<file path="src/rtl/core/btim_pkg.sv">
// shared types, widths and codes of the baseline triangular index map
package btim_pkg;

   localparam int MAX_ANTENNAS = 4096;

   localparam int ANT_W      = 13;
   localparam int IDX_W      = 26;
   localparam int POL_IN_W   = 3;
   localparam int POL_W      = 2;
   localparam int STATUS_W   = 2;
   localparam int CSR_W      = 8;
   localparam int CSR_IDX_W  = 1;

   // root of 8k+1 is taken two radicand bits per cell
   localparam int ROOT_STEPS = (IDX_W + 4) / 2;
   localparam int RAD_W      = 2 * ROOT_STEPS;
   localparam int ROOT_W     = ROOT_STEPS;
   localparam int REM_W      = ROOT_W + 2;
   localparam int COMP_W     = ROOT_W - 1;
   localparam int PROD_W     = 2 * COMP_W + 1;
   localparam int TRI_W      = 2 * COMP_W;

   localparam logic [POL_IN_W-1:0] POL_PAIR_MAX = POL_IN_W'(3);

   // number of products for 2*MAX_ANTENNAS composite inputs
   localparam longint unsigned TRI_LIMIT =
      64'(MAX_ANTENNAS) * 64'(2 * MAX_ANTENNAS + 1);

   localparam logic CMD_ENCODE = 1'b0;
   localparam logic CMD_DECODE = 1'b1;

   localparam logic [CSR_IDX_W-1:0] CSR_ANTENNA_BASE = CSR_IDX_W'(0);
   localparam logic [CSR_IDX_W-1:0] CSR_PRODUCT_BASE = CSR_IDX_W'(1);

   typedef enum logic [STATUS_W-1:0] {
      ST_OK        = 2'd0,
      ST_BAD_ANT   = 2'd1,
      ST_BAD_POL   = 2'd2,
      ST_BAD_INDEX = 2'd3
   } status_type;

   // one transaction as it moves down the chain
   typedef struct packed {
      logic                valid;
      logic                cmd;
      status_type          status;
      logic [COMP_W-1:0]   c1;
      logic [COMP_W-1:0]   c2;
      logic [IDX_W-1:0]    k;
      logic [RAD_W-1:0]    rad;
      logic [REM_W-1:0]    rem;
      logic [ROOT_W-1:0]   root;
      logic [PROD_W-1:0]   prod;
   } item_type;

   typedef struct packed {
      logic                valid;
      logic [IDX_W-1:0]    index;
      logic [ANT_W-1:0]    ant_first;
      logic [ANT_W-1:0]    ant_second;
      logic [POL_W-1:0]    pol_pair;
      status_type          status;
   } result_type;

endpackage

</file>
<file path="src/rtl/core/btim_entry.sv">
// entry stage: range checks, composite indices and root radicand
module btim_entry import btim_pkg::*; (
   input  logic                  clock,
   input  logic                  reset,
   input  logic                  req_valid,
   input  logic                  req_cmd,
   input  logic [ANT_W-1:0]      req_ant_first,
   input  logic [ANT_W-1:0]      req_ant_second,
   input  logic [POL_IN_W-1:0]   req_pol_pair,
   input  logic [IDX_W-1:0]      req_product_index,
   input  logic [CSR_W-1:0]      antenna_base,
   input  logic [CSR_W-1:0]      product_base,
   input  logic                  ready_dn,
   output logic                  ready_up,
   output item_type              item_dn
);

   item_type          item_ff;
   item_type          item_in;
   logic [ANT_W-1:0]  base_ext;
   logic [ANT_W-1:0]  d1;
   logic [ANT_W-1:0]  d2;
   logic              ant_ok;
   logic [IDX_W-1:0]  pbase_ext;
   logic [IDX_W-1:0]  k;
   logic              k_ok;

   assign ready_up = !item_ff.valid || ready_dn;
   assign item_dn  = item_ff;

   always_comb begin
      base_ext  = ANT_W'(antenna_base);
      d1        = req_ant_first - base_ext;
      d2        = req_ant_second - base_ext;
      ant_ok    = (req_ant_first >= base_ext) && (req_ant_second >= base_ext) &&
                  (32'(d1) < 32'(MAX_ANTENNAS)) && (32'(d2) < 32'(MAX_ANTENNAS));
      pbase_ext = IDX_W'(product_base);
      k         = req_product_index - pbase_ext;
      k_ok      = (req_product_index >= pbase_ext) && (64'(k) < TRI_LIMIT);

      item_in       = '0;
      item_in.valid = req_valid;
      item_in.cmd   = req_cmd;
      item_in.c1    = COMP_W'({d1, req_pol_pair[1]});
      item_in.c2    = COMP_W'({d2, req_pol_pair[0]});
      item_in.k     = k;
      item_in.rad   = RAD_W'({k, 3'b001});
      if (req_cmd == CMD_DECODE) begin
         item_in.status = k_ok ? ST_OK : ST_BAD_INDEX;
      end else if (!ant_ok) begin
         item_in.status = ST_BAD_ANT;
      end else if (req_pol_pair > POL_PAIR_MAX) begin
         item_in.status = ST_BAD_POL;
      end else begin
         item_in.status = ST_OK;
      end
   end

   always_ff @(posedge clock) begin
      if (reset) begin
         item_ff.valid <= 1'b0;
      end else if (ready_up) begin
         item_ff <= item_in;
      end
   end

endmodule

</file>
<file path="src/rtl/core/btim_root_cell.sv">
// one cell of the square root chain: one result bit per cell
module btim_root_cell import btim_pkg::*; (
   input  logic      clock,
   input  logic      reset,
   input  item_type  item_up,
   input  logic      ready_dn,
   output logic      ready_up,
   output item_type  item_dn
);

   item_type            item_ff;
   item_type            item_in;
   logic [REM_W+1:0]    cur;
   logic [REM_W+1:0]    trial;

   assign ready_up = !item_ff.valid || ready_dn;
   assign item_dn  = item_ff;

   always_comb begin
      // bring down the next two radicand bits, try root*4+1
      cur     = {item_up.rem, item_up.rad[RAD_W-1 -: 2]};
      trial   = (REM_W + 2)'({item_up.root, 2'b01});
      item_in = item_up;
      item_in.rad = {item_up.rad[RAD_W-3:0], 2'b00};
      if (cur >= trial) begin
         item_in.rem  = REM_W'(cur - trial);
         item_in.root = {item_up.root[ROOT_W-2:0], 1'b1};
      end else begin
         item_in.rem  = REM_W'(cur);
         item_in.root = {item_up.root[ROOT_W-2:0], 1'b0};
      end
   end

   always_ff @(posedge clock) begin
      if (reset) begin
         item_ff.valid <= 1'b0;
      end else if (ready_up) begin
         item_ff <= item_in;
      end
   end

endmodule

</file>
<file path="src/rtl/core/btim_tri_stage.sv">
// takes c2 from the root on decode or from the request on encode, forms c2*(c2+1)
module btim_tri_stage import btim_pkg::*; (
   input  logic      clock,
   input  logic      reset,
   input  item_type  item_up,
   input  logic      ready_dn,
   output logic      ready_up,
   output item_type  item_dn
);

   item_type            item_ff;
   item_type            item_in;
   logic [ROOT_W-1:0]   root_dec;
   logic [COMP_W-1:0]   c2_sel;
   logic [COMP_W:0]     c2_inc;

   assign ready_up = !item_ff.valid || ready_dn;
   assign item_dn  = item_ff;

   always_comb begin
      // decode: c2 = (root - 1) / 2
      root_dec = item_up.root - ROOT_W'(1);
      c2_sel   = (item_up.cmd == CMD_DECODE) ? COMP_W'(root_dec >> 1) : item_up.c2;
      c2_inc   = {1'b0, c2_sel} + (COMP_W + 1)'(1);
      item_in      = item_up;
      item_in.c2   = c2_sel;
      item_in.prod = PROD_W'(c2_sel) * PROD_W'(c2_inc);
   end

   always_ff @(posedge clock) begin
      if (reset) begin
         item_ff.valid <= 1'b0;
      end else if (ready_up) begin
         item_ff <= item_in;
      end
   end

endmodule

</file>
<file path="src/rtl/core/btim_out_stage.sv">
// final stage: index sum or antenna recovery, output register
module btim_out_stage import btim_pkg::*; (
   input  logic                clock,
   input  logic                reset,
   input  item_type            item_up,
   input  logic [CSR_W-1:0]    antenna_base,
   input  logic [CSR_W-1:0]    product_base,
   input  logic                rsp_stall,
   output logic                ready_up,
   output logic                rsp_valid,
   output logic [IDX_W-1:0]    rsp_out_index,
   output logic [ANT_W-1:0]    rsp_out_ant_first,
   output logic [ANT_W-1:0]    rsp_out_ant_second,
   output logic [POL_W-1:0]    rsp_out_pol_pair,
   output logic [STATUS_W-1:0] rsp_status
);

   result_type          res_ff;
   result_type          res_in;
   logic [TRI_W-1:0]    tri_val;
   logic [COMP_W-1:0]   c1_dec;
   logic [ANT_W-1:0]    base_ext;

   assign ready_up = !res_ff.valid || !rsp_stall;

   always_comb begin
      tri_val  = TRI_W'(item_up.prod >> 1);
      c1_dec   = COMP_W'(TRI_W'(item_up.k) - tri_val);
      base_ext = ANT_W'(antenna_base);

      res_in        = '0;
      res_in.valid  = item_up.valid;
      res_in.status = item_up.status;
      if (item_up.status == ST_OK) begin
         if (item_up.cmd == CMD_ENCODE) begin
            res_in.index = IDX_W'(TRI_W'(item_up.c1) + tri_val + TRI_W'(product_base));
         end else begin
            res_in.ant_first  = ANT_W'(c1_dec >> 1) + base_ext;
            res_in.ant_second = ANT_W'(item_up.c2 >> 1) + base_ext;
            res_in.pol_pair   = {c1_dec[0], item_up.c2[0]};
         end
      end
   end

   always_ff @(posedge clock) begin
      if (reset) begin
         res_ff.valid <= 1'b0;
      end else if (ready_up) begin
         res_ff <= res_in;
      end
   end

   assign rsp_valid          = res_ff.valid;
   assign rsp_out_index      = res_ff.index;
   assign rsp_out_ant_first  = res_ff.ant_first;
   assign rsp_out_ant_second = res_ff.ant_second;
   assign rsp_out_pol_pair   = res_ff.pol_pair;
   assign rsp_status         = STATUS_W'(res_ff.status);

endmodule

</file>
<file path="src/rtl/core/baseline_triangular_index_map_top.sv">
// top level of the baseline triangular index map
//
// Maps correlation products both ways. A request with cmd encode carries two
// antennas and a polarization pair and returns the product index; with cmd
// decode it carries a product index and returns antennas and pair. Every
// request gives exactly one response, in order, with a status code.
//
// Channels: req_* in, rsp_* out, valid/stall handshake; a transaction moves
// at a clock edge with valid high and stall low. csr_wen writes
// csr_wdata into register csr_index (0 antenna base, 1 product base).
//
// Stages in order: entry stage, 15 square root cells (one root bit each),
// the c2*(c2+1) multiplier stage and the output register. Throughput is
// one transaction per cycle while rsp_stall is low; every stage advances
// on its own, so bubbles close up and a request is taken while a response
// waits, as long as some stage is empty.
//
// Synchronous reset empties the pipeline and clears both registers to zero.
// A stalled response holds; req_stall rises only when every stage is full.
module baseline_triangular_index_map_top import btim_pkg::*; (
   input  logic                 clock,
   input  logic                 reset,
   input  logic                 req_valid,
   output logic                 req_stall,
   input  logic                 req_cmd,
   input  logic [ANT_W-1:0]     req_ant_first,
   input  logic [ANT_W-1:0]     req_ant_second,
   input  logic [POL_IN_W-1:0]  req_pol_pair,
   input  logic [IDX_W-1:0]     req_product_index,
   output logic                 rsp_valid,
   input  logic                 rsp_stall,
   output logic [IDX_W-1:0]     rsp_out_index,
   output logic [ANT_W-1:0]     rsp_out_ant_first,
   output logic [ANT_W-1:0]     rsp_out_ant_second,
   output logic [POL_W-1:0]     rsp_out_pol_pair,
   output logic [STATUS_W-1:0]  rsp_status,
   input  logic                 csr_wen,
   input  logic [CSR_IDX_W-1:0] csr_index,
   input  logic [CSR_W-1:0]     csr_wdata
);

   logic [CSR_W-1:0]   antenna_base_ff;
   logic [CSR_W-1:0]   antenna_base_in;
   logic [CSR_W-1:0]   product_base_ff;
   logic [CSR_W-1:0]   product_base_in;

   item_type           root_item [0:ROOT_STEPS];
   logic [ROOT_STEPS:0] root_ready;
   logic               entry_ready;
   item_type           tri_item;
   logic               out_ready;

   always_comb begin
      antenna_base_in = antenna_base_ff;
      product_base_in = product_base_ff;
      if (csr_wen) begin
         case (csr_index)
            CSR_ANTENNA_BASE: antenna_base_in = csr_wdata;
            CSR_PRODUCT_BASE: product_base_in = csr_wdata;
            default: ;
         endcase
      end
   end

   always_ff @(posedge clock) begin
      if (reset) begin
         antenna_base_ff <= '0;
         product_base_ff <= '0;
      end else begin
         antenna_base_ff <= antenna_base_in;
         product_base_ff <= product_base_in;
      end
   end

   assign req_stall = !entry_ready;

   btim_entry u_entry (
      .clock             (clock),
      .reset             (reset),
      .req_valid         (req_valid),
      .req_cmd           (req_cmd),
      .req_ant_first     (req_ant_first),
      .req_ant_second    (req_ant_second),
      .req_pol_pair      (req_pol_pair),
      .req_product_index (req_product_index),
      .antenna_base      (antenna_base_ff),
      .product_base      (product_base_ff),
      .ready_dn          (root_ready[0]),
      .ready_up          (entry_ready),
      .item_dn           (root_item[0])
   );

   for (genvar i = 0; i < ROOT_STEPS; i++) begin : g_root
      btim_root_cell u_cell (
         .clock    (clock),
         .reset    (reset),
         .item_up  (root_item[i]),
         .ready_dn (root_ready[i+1]),
         .ready_up (root_ready[i]),
         .item_dn  (root_item[i+1])
      );
   end

   btim_tri_stage u_tri (
      .clock    (clock),
      .reset    (reset),
      .item_up  (root_item[ROOT_STEPS]),
      .ready_dn (out_ready),
      .ready_up (root_ready[ROOT_STEPS]),
      .item_dn  (tri_item)
   );

   btim_out_stage u_out (
      .clock              (clock),
      .reset              (reset),
      .item_up            (tri_item),
      .antenna_base       (antenna_base_ff),
      .product_base       (product_base_ff),
      .rsp_stall          (rsp_stall),
      .ready_up           (out_ready),
      .rsp_valid          (rsp_valid),
      .rsp_out_index      (rsp_out_index),
      .rsp_out_ant_first  (rsp_out_ant_first),
      .rsp_out_ant_second (rsp_out_ant_second),
      .rsp_out_pol_pair   (rsp_out_pol_pair),
      .rsp_status         (rsp_status)
   );

endmodule

</file>
<file path="config.mk">
export PLATFORM = sky130hd
export DESIGN_NAME = baseline_triangular_index_map_top
export DESIGN_NICKNAME = d
export VERILOG_FILES = /design/src/rtl/core/btim_pkg.sv /design/src/rtl/core/btim_entry.sv /design/src/rtl/core/btim_root_cell.sv /design/src/rtl/core/btim_tri_stage.sv /design/src/rtl/core/btim_out_stage.sv /design/src/rtl/core/baseline_triangular_index_map_top.sv
export SDC_FILE = /design/constraint.sdc
export NUM_CORES = 2
export LEC_CHECK = 0
export BUFFER_PORTS_ARGS = -buffer_cell sky130_fd_sc_hd__buf_4
export CAP_MARGIN = 20
export CORE_ASPECT_RATIO = 0.5
export CORE_MARGIN = 8
export CORE_UTILIZATION = 50
export CTS_BUF_LIST = sky130_fd_sc_hd__clkbuf_2 sky130_fd_sc_hd__clkbuf_4 sky130_fd_sc_hd__clkbuf_8
export DETAILED_ROUTE_END_ITERATION = 8
export PLACE_DENSITY_LB_ADDON = 0.2
export SLEW_MARGIN = 20
export SYNTH_ARGS = -nofsm -noshare
export SYNTH_HDL_FRONTEND = slang
export SYNTH_SLANG_ARGS = --single-unit
</file>
<file path="constraint.sdc">
create_clock -name clock -period 12 [get_ports clock]
set_clock_uncertainty 0.2 [all_clocks]
set_input_delay 3.6 -clock clock [delete_from_list [all_inputs] [get_ports clock]]
set_output_delay 3.6 -clock clock [all_outputs]
set_load 0.01 [all_outputs]
</file>
Word level (Yosys, flattened, before mapping)
Index checks and enable logic that the tools add are counted.
{"block": "word_totals", "ff_bits": 1511}
{"block": "classes", "bitwise_logic": 3, "add_sub_neg": 24, "n_lt_le_gt_ge": 22, "muxes": 20, "n_reduce_logical": 65, "n_mul": 1}
{"op": "two-way mux 32 bit", "count": 13}
{"op": ">= comparator 19 x 17 -> 1 bit", "count": 14}
{"op": "subtractor 17 bit", "count": 13}
{"op": "AND reduction 2 bit", "count": 21}
{"op": "multiplier 14 x 15 -> 27 bit", "count": 1}
{"op": "adder 13 x 8 -> 13 bit", "count": 2}
{"op": "adder 14 x 26 -> 26 bit", "count": 1}
{"op": "adder 26 x 8 -> 26 bit", "count": 1}
{"op": ">= comparator 13 x 8 -> 1 bit", "count": 2}
{"op": ">= comparator 26 x 8 -> 1 bit", "count": 1}
{"op": "less-than comparator 13 bit (second input constant)", "count": 2}
{"op": "less-than comparator 26 bit (second input constant)", "count": 1}
{"op": "subtractor 13 x 8 -> 13 bit", "count": 2}
{"op": "subtractor 26 x 8 -> 26 bit", "count": 1}
{"op": "zero test 1 bit", "count": 20}
{"op": "logical OR 1 bit", "count": 18}
{"op": "two-way mux 16 bit", "count": 1}
{"op": "adder 14 x 1 -> 15 bit (second input constant)", "count": 1}
{"op": "subtractor 15 x 1 -> 15 bit (second input constant)", "count": 1}
{"op": "two-way mux 14 bit", "count": 1}
{"op": "subtractor 14 bit", "count": 1}
{"op": "two-way mux 2 bit", "count": 4}
{"op": "logical AND 1 bit", "count": 4}
{"op": "greater-than comparator 3 x 2 -> 1 bit (second input constant)", "count": 1}
{"op": "6 further kinds", "count": 8}

Longest topological paths before layout
{"block": "logic_depth", "word_depth": 20, "depth_mapped": 35}

Modules after synthesis
A second synthesis with hierarchy kept.
{"block": "hier_totals", "cells_unflattened": 6814, "hier_area_um2": 104870.6}
{"mod": "btim_root_cell (g_root[0].u_cell ...)", "seq_area_each_um2": 4404.2, "n_inst": 14, "cells_each": 316, "area_per_inst_um2": 5511.5}
{"mod": "btim_tri_stage", "seq_area_each_um2": 4434.3, "n_inst": 1, "cells_each": 1134, "area_per_inst_um2": 12474.5}
{"mod": "btim_root_cell (g_root[10].u_cell)", "seq_area_each_um2": 4404.2, "n_inst": 1, "cells_each": 312, "area_per_inst_um2": 5630.4}
{"mod": "btim_out_stage", "seq_area_each_um2": 1701.6, "n_inst": 1, "cells_each": 449, "area_per_inst_um2": 4600.7}
{"mod": "btim_entry", "seq_area_each_um2": 1731.7, "n_inst": 1, "cells_each": 429, "area_per_inst_um2": 4302.9}
{"mod": "baseline_triangular_index_map_top", "seq_area_each_um2": 320.3, "n_inst": 1, "cells_each": 66, "area_per_inst_um2": 700.7}

Least setup slack after synthesis
OpenSTA, ideal clock, no wires.
{"block": "synth_timing", "path_type": "reg-to-reg", "from": "register g_root[14].u_cell.item_ff, in the netlist g_root[14].u_cell.item_dn[147]", "to": "register u_tri.item_ff, in the netlist u_tri.item_dn[25] (data pin)", "t_arrival_ns": 8.258, "path_stages_with_launch": 36, "n_path_buf": 5, "slack_ns": 3.278, "setup_ns": 0.264, "cell_sequence": "edfxtp_1 > clkbuf_1 > buf_1 > nor2_1 > a21o_1 > clkbuf_1 > inv_1 > clkbuf_1 > ha_1 > nand3_1 > or3_1 > ha_1 > clkbuf_1 > nor2_1 > fa_1 > inv_1 > fa_1 > inv_1 > fa_1 > inv_1 > fa_1 > inv_1 > fa_1 > inv_1 > fa_1 > inv_1 > ha_1 > a21o_1 > a21oi_1 > o21ai_0 > o21ai_0 > a311oi_1 > o21a_1 > o21ai_0 > a31oi_1 > xor2_1"}
{"item": "start, declared", "line_no": "btim_root_cell.sv:11", "text": "item_type item_ff;"}
{"item": "start signal, assigned", "line_no": "btim_root_cell.sv:38", "text": "item_ff <= item_in;"}
{"item": "end signal, assigned", "line_no": "btim_tri_stage.sv:34", "text": "item_ff <= item_in;"}
{"item": "end, declared", "line_no": "btim_tri_stage.sv:11", "text": "item_type item_ff;"}

Final worst setup path
{"block": "layout_timing", "from": "input rsp_stall", "to": "output req_stall"}
{"block": "layout_via", "elab_chain_cells": 20}
{"item": "start, declared", "line_no": "baseline_triangular_index_map_top.sv:31", "text": "input logic rsp_stall,"}
{"item": "zero test 1 bit", "line_no": "btim_out_stage.sv:24", "text": "assign ready_up = !res_ff.valid || !rsp_stall;"}
{"item": "logical OR 1 bit", "line_no": "btim_out_stage.sv:24"}
{"item": "logical OR 1 bit", "line_no": "btim_tri_stage.sv:17", "text": "assign ready_up = !item_ff.valid || ready_dn;"}
{"item": "logical OR 1 bit (15 in series)", "line_no": "btim_root_cell.sv:16", "text": "assign ready_up = !item_ff.valid || ready_dn;"}
{"item": "logical OR 1 bit", "line_no": "btim_entry.sv:28", "text": "assign ready_up = !item_ff.valid || ready_dn;"}
{"item": "zero test 1 bit", "line_no": "baseline_triangular_index_map_top.sv:75", "text": "assign req_stall = !entry_ready;"}
{"item": "end, declared", "line_no": "baseline_triangular_index_map_top.sv:24", "text": "output logic req_stall,"}
No other way between the ends.

==> impl_results.md <==
- Status: finished clean
- Finished Cell Area: 64,230 um2
- Global-route wire length before repair: 170.4 mm
- Commonest cells post-synth: edfxtp_1 (1,230), inv_1 (442), nor2_1 (362)
- Syn Nets: 4,680
- Critical path required time: 8.20 ns
- Delay-heaviest family, CP: simple AND/OR/NAND/NOR gates
- Die height: roughly 260 um
- Vias in the first global route: 32,170
- RSZ-0062 raised after global routing: no
- Post-route ant nets: 0
- Final critical-path required period: 9.820 ns
- Slew HR: 0.3232
- Kind of critical path: in -> out
- Number of buffers created by CTS: 170
- Initial antenna violation count: 4
- Max clock buf depth: 3
- Int Power: 9925 uW
- Remaining DRCs: 0
- Combinational group share of total power: 0.420
- CP max FO: 6
- Switching Fraction: 0.3558
- Startpoint types: input pin
- CTS tree: yes
- Mapped Cells: 4,140
- Hold buffer count at CTS: 0
- Total core area: 115,100 um2
- Clock sink count: approximately 1,300
- # resized after CTS: 0
- Setup TNS: 0 ns
- Final slew viol count: 0
- CTS Root Cell: clkbuf_8
- Reg power frac: 0.376
- Peak VDD IR: 0.5949 mV
- CP max stage cell: nor3_1
- Vias/cell: 5.197
- Initial Util: 0.5035
- Seq/Total Area, Yosys: 0.6493
- Worst EP arrival: 6.02 ns
- #FFs+latches synth: ~1,300
- Share of post-route cells with drive strength above 1: 0.1161
- Drt total wl: 106.1 mm
- Pin count of the biggest net entering global routing: 77
- IO Count: 128
- Die area: 127,700 um2
- Nets: around 5,000
- Total GRT Usage: 0.1653
- Die width: 497.4 um
- Synth area leaders: edfxtp_1 (64%), ha_1 (6.5%), fa_1 (5.8%)
- EDFF count, synth: ~1,200
- DPL Wire Length: around 76 mm
- Placed cell areas: 60,920 um2
- Maxcap violations: 0
- Fillers: 9,117
- Clk pwr share: 0.203
- WL/cell: 17.50 um
- Final Setup Violations: 0
- Worst hold path class: reg -> reg
- Buffer count from post-CTS setup fixing: 0
- Clk pin slew, worst setup/hold paths: 0.06 ns
- Ys flop type: edfxtp_1
- P_leak: 0.02504 uW
- Most frequent cell after synthesis: edfxtp_1
- Psw: between 5000 and 6000 uW
- Drt first pass iters: 7
- Crit path largest cell delay: between 0.7 and 0.8 ns
- Yosys top cell area share: 0.6375
- Critical-path cell list: buf_4 -> nand2_1 -> nor2_1 -> and2_1 -> inv_1 -> nor3_1 -> and3_1 -> and2_1 -> buf_4
- Number of port buffers: 127
- Post-synthesis cell area: 57,940 um2
- Final hold vios: 0
- Pwr Density: 239.9 nW/um2
- FFs w/ async S/R, synth: 0
- Routed vias: 31,510
- Crit end category: primary output
- Placer Congestion: 0.8789
- F_max: just over 0.1 GHz
- CTS H-tree lvls: 4
- Mean Syn Cell Area: 13.99 um2
- Synth unique cells: 77
- Row Count: 88
- Total congestion overflow: 0
- Worst-Skew Late Latency: 0.84 ns
- Syn. warnings: 0
- Critical path buffer and inverter count: 3
- P&R area growth vs syn: 10.86%
- Synth area leader: edfxtp_1
- Fin crit share: 0.8183
- Worst slew pin tran: 1.015 ns
- Drt initial violations: 1,905
## cell usage in the layout, fill, tap and decap left out, types with 44 or more instances in the layout
cell type  Yosys  final
nand3_1       55     55
a21o_1        46     46
inv_1        442    442
nand2b_1      86     86
o21ai_0      131    130
clkbuf_4       0     48
nor3_1        65     64
ha_1         302    302
o21a_1        61     61
clkbuf_8       0    175
nor2b_1       44     44
nand2_1      185    185
fa_1         168    168
xnor2_1      159    159
nor2_1       362    352
or2_2         46     46
xor2_1       101    101
edfxtp_1    1230   1230
a21oi_1      187    179
buf_4          0    156
clkinv_1       0     52
## through the flow
stage	cells	utilization	setup slack (ns)	hold WS [ns]	total power (uW)
3_5_place_dp	5754	0.5295	2.203	0.2045	12310
6_report	6064	0.5582	2.180	0.2040	15410
4_1_cts	6060	0.5581	2.197	0.1913	15590
5_1_grt	6063	0.5582	1.733	0.1990	16570
3_3_place_gp	5754	0.5295	2.254	0.2008	12270
2_1_floorplan	4140	-	3.278	0.2003	10690
## final cells by class
type	count	area (um2)	area share
Tap cell	1530	1914	0.02981
Multi-Input combinational cell	2361	18560	0.2889
Timing Repair Buffer	156	1171	0.01823
Clock inverter	83	525.5	0.008182
Sequential cell	1264	37620	0.5857
Inverter	443	1663	0.02589
Clock buffer	223	2769	0.04311
Antenna cell	4	10.01	0.0001558
## power by group through the flow
| stage | clock (uW) | combinational [uW] | sequential, uW |
|---|---|---|---|
| detailed placement | 0 | 6420 | 5890 |
| finish | 3130 | 6470 | 5800 |
| CTS | 3250 | 6540 | 5800 |
| global placement | 0 | 6380 | 5890 |
| floorplan | 0 | 4870 | 5820 |
| global route | 3420 | 7310 | 5840 |
## cell families after synthesis
logic type / Yosys count / share of synthesized area
xor gates and xnor gates: 260 / 0.03930
AOI/OAI and AO/OA: 561 / 0.06017
muxes: 35 / 0.006652
buffers and inverters: 515 / 0.03356
and+or+nand+nor: 1034 / 0.08772
adders and majority gates: 470 / 0.1233
other: 1 / 0.00006473
DFF: 1264 / 0.6493
## registers in the layout, indices dropped and copies added, names as in the netlist
| signal | count |
|---|---|
| antenna_base_ff | 8 |
| g_root.u_cell.item_dn | 1061 |
| product_base_ff | 8 |
| u_entry.item_dn | 58 |
| u_out.rsp_out_ant_first | 13 |
| u_out.rsp_out_ant_second | 13 |
| u_out.rsp_out_index | 26 |
| u_out.rsp_out_pol_pair | 2 |
| u_out.rsp_status | 2 |
| u_out.rsp_valid | 1 |
| u_tri.item_dn | 72 |
## worst paths after layout
kind	to	slack [ns]	cells past startpoint	start
setup / recovery	req_stall	2.18	9	rsp_stall
hold / removal	g_root[14].u_cell.item_dn[100]	0.20	0	g_root[13].u_cell.item_dn[100]
setup reg to reg	u_tri.item_dn[26]	2.44	29	g_root[14].u_cell.item_dn[147]
hold reg to reg	g_root[14].u_cell.item_dn[100]	0.20	0	g_root[13].u_cell.item_dn[100]
## per-layer routing
layer | global-route usage | vias to the layer above | routed length, um
met2 | 0.2748 | 616 | 50250
met3 | 0.02895 | 165 | 4317
met1 | 0.2225 | 15420 | 49230
met5 | 0 | - | 0
li1 | - | 15310 | -
met4 | 0.05293 | 0 | 2335
No activity file was read; power rests on OpenSTA's default activity.
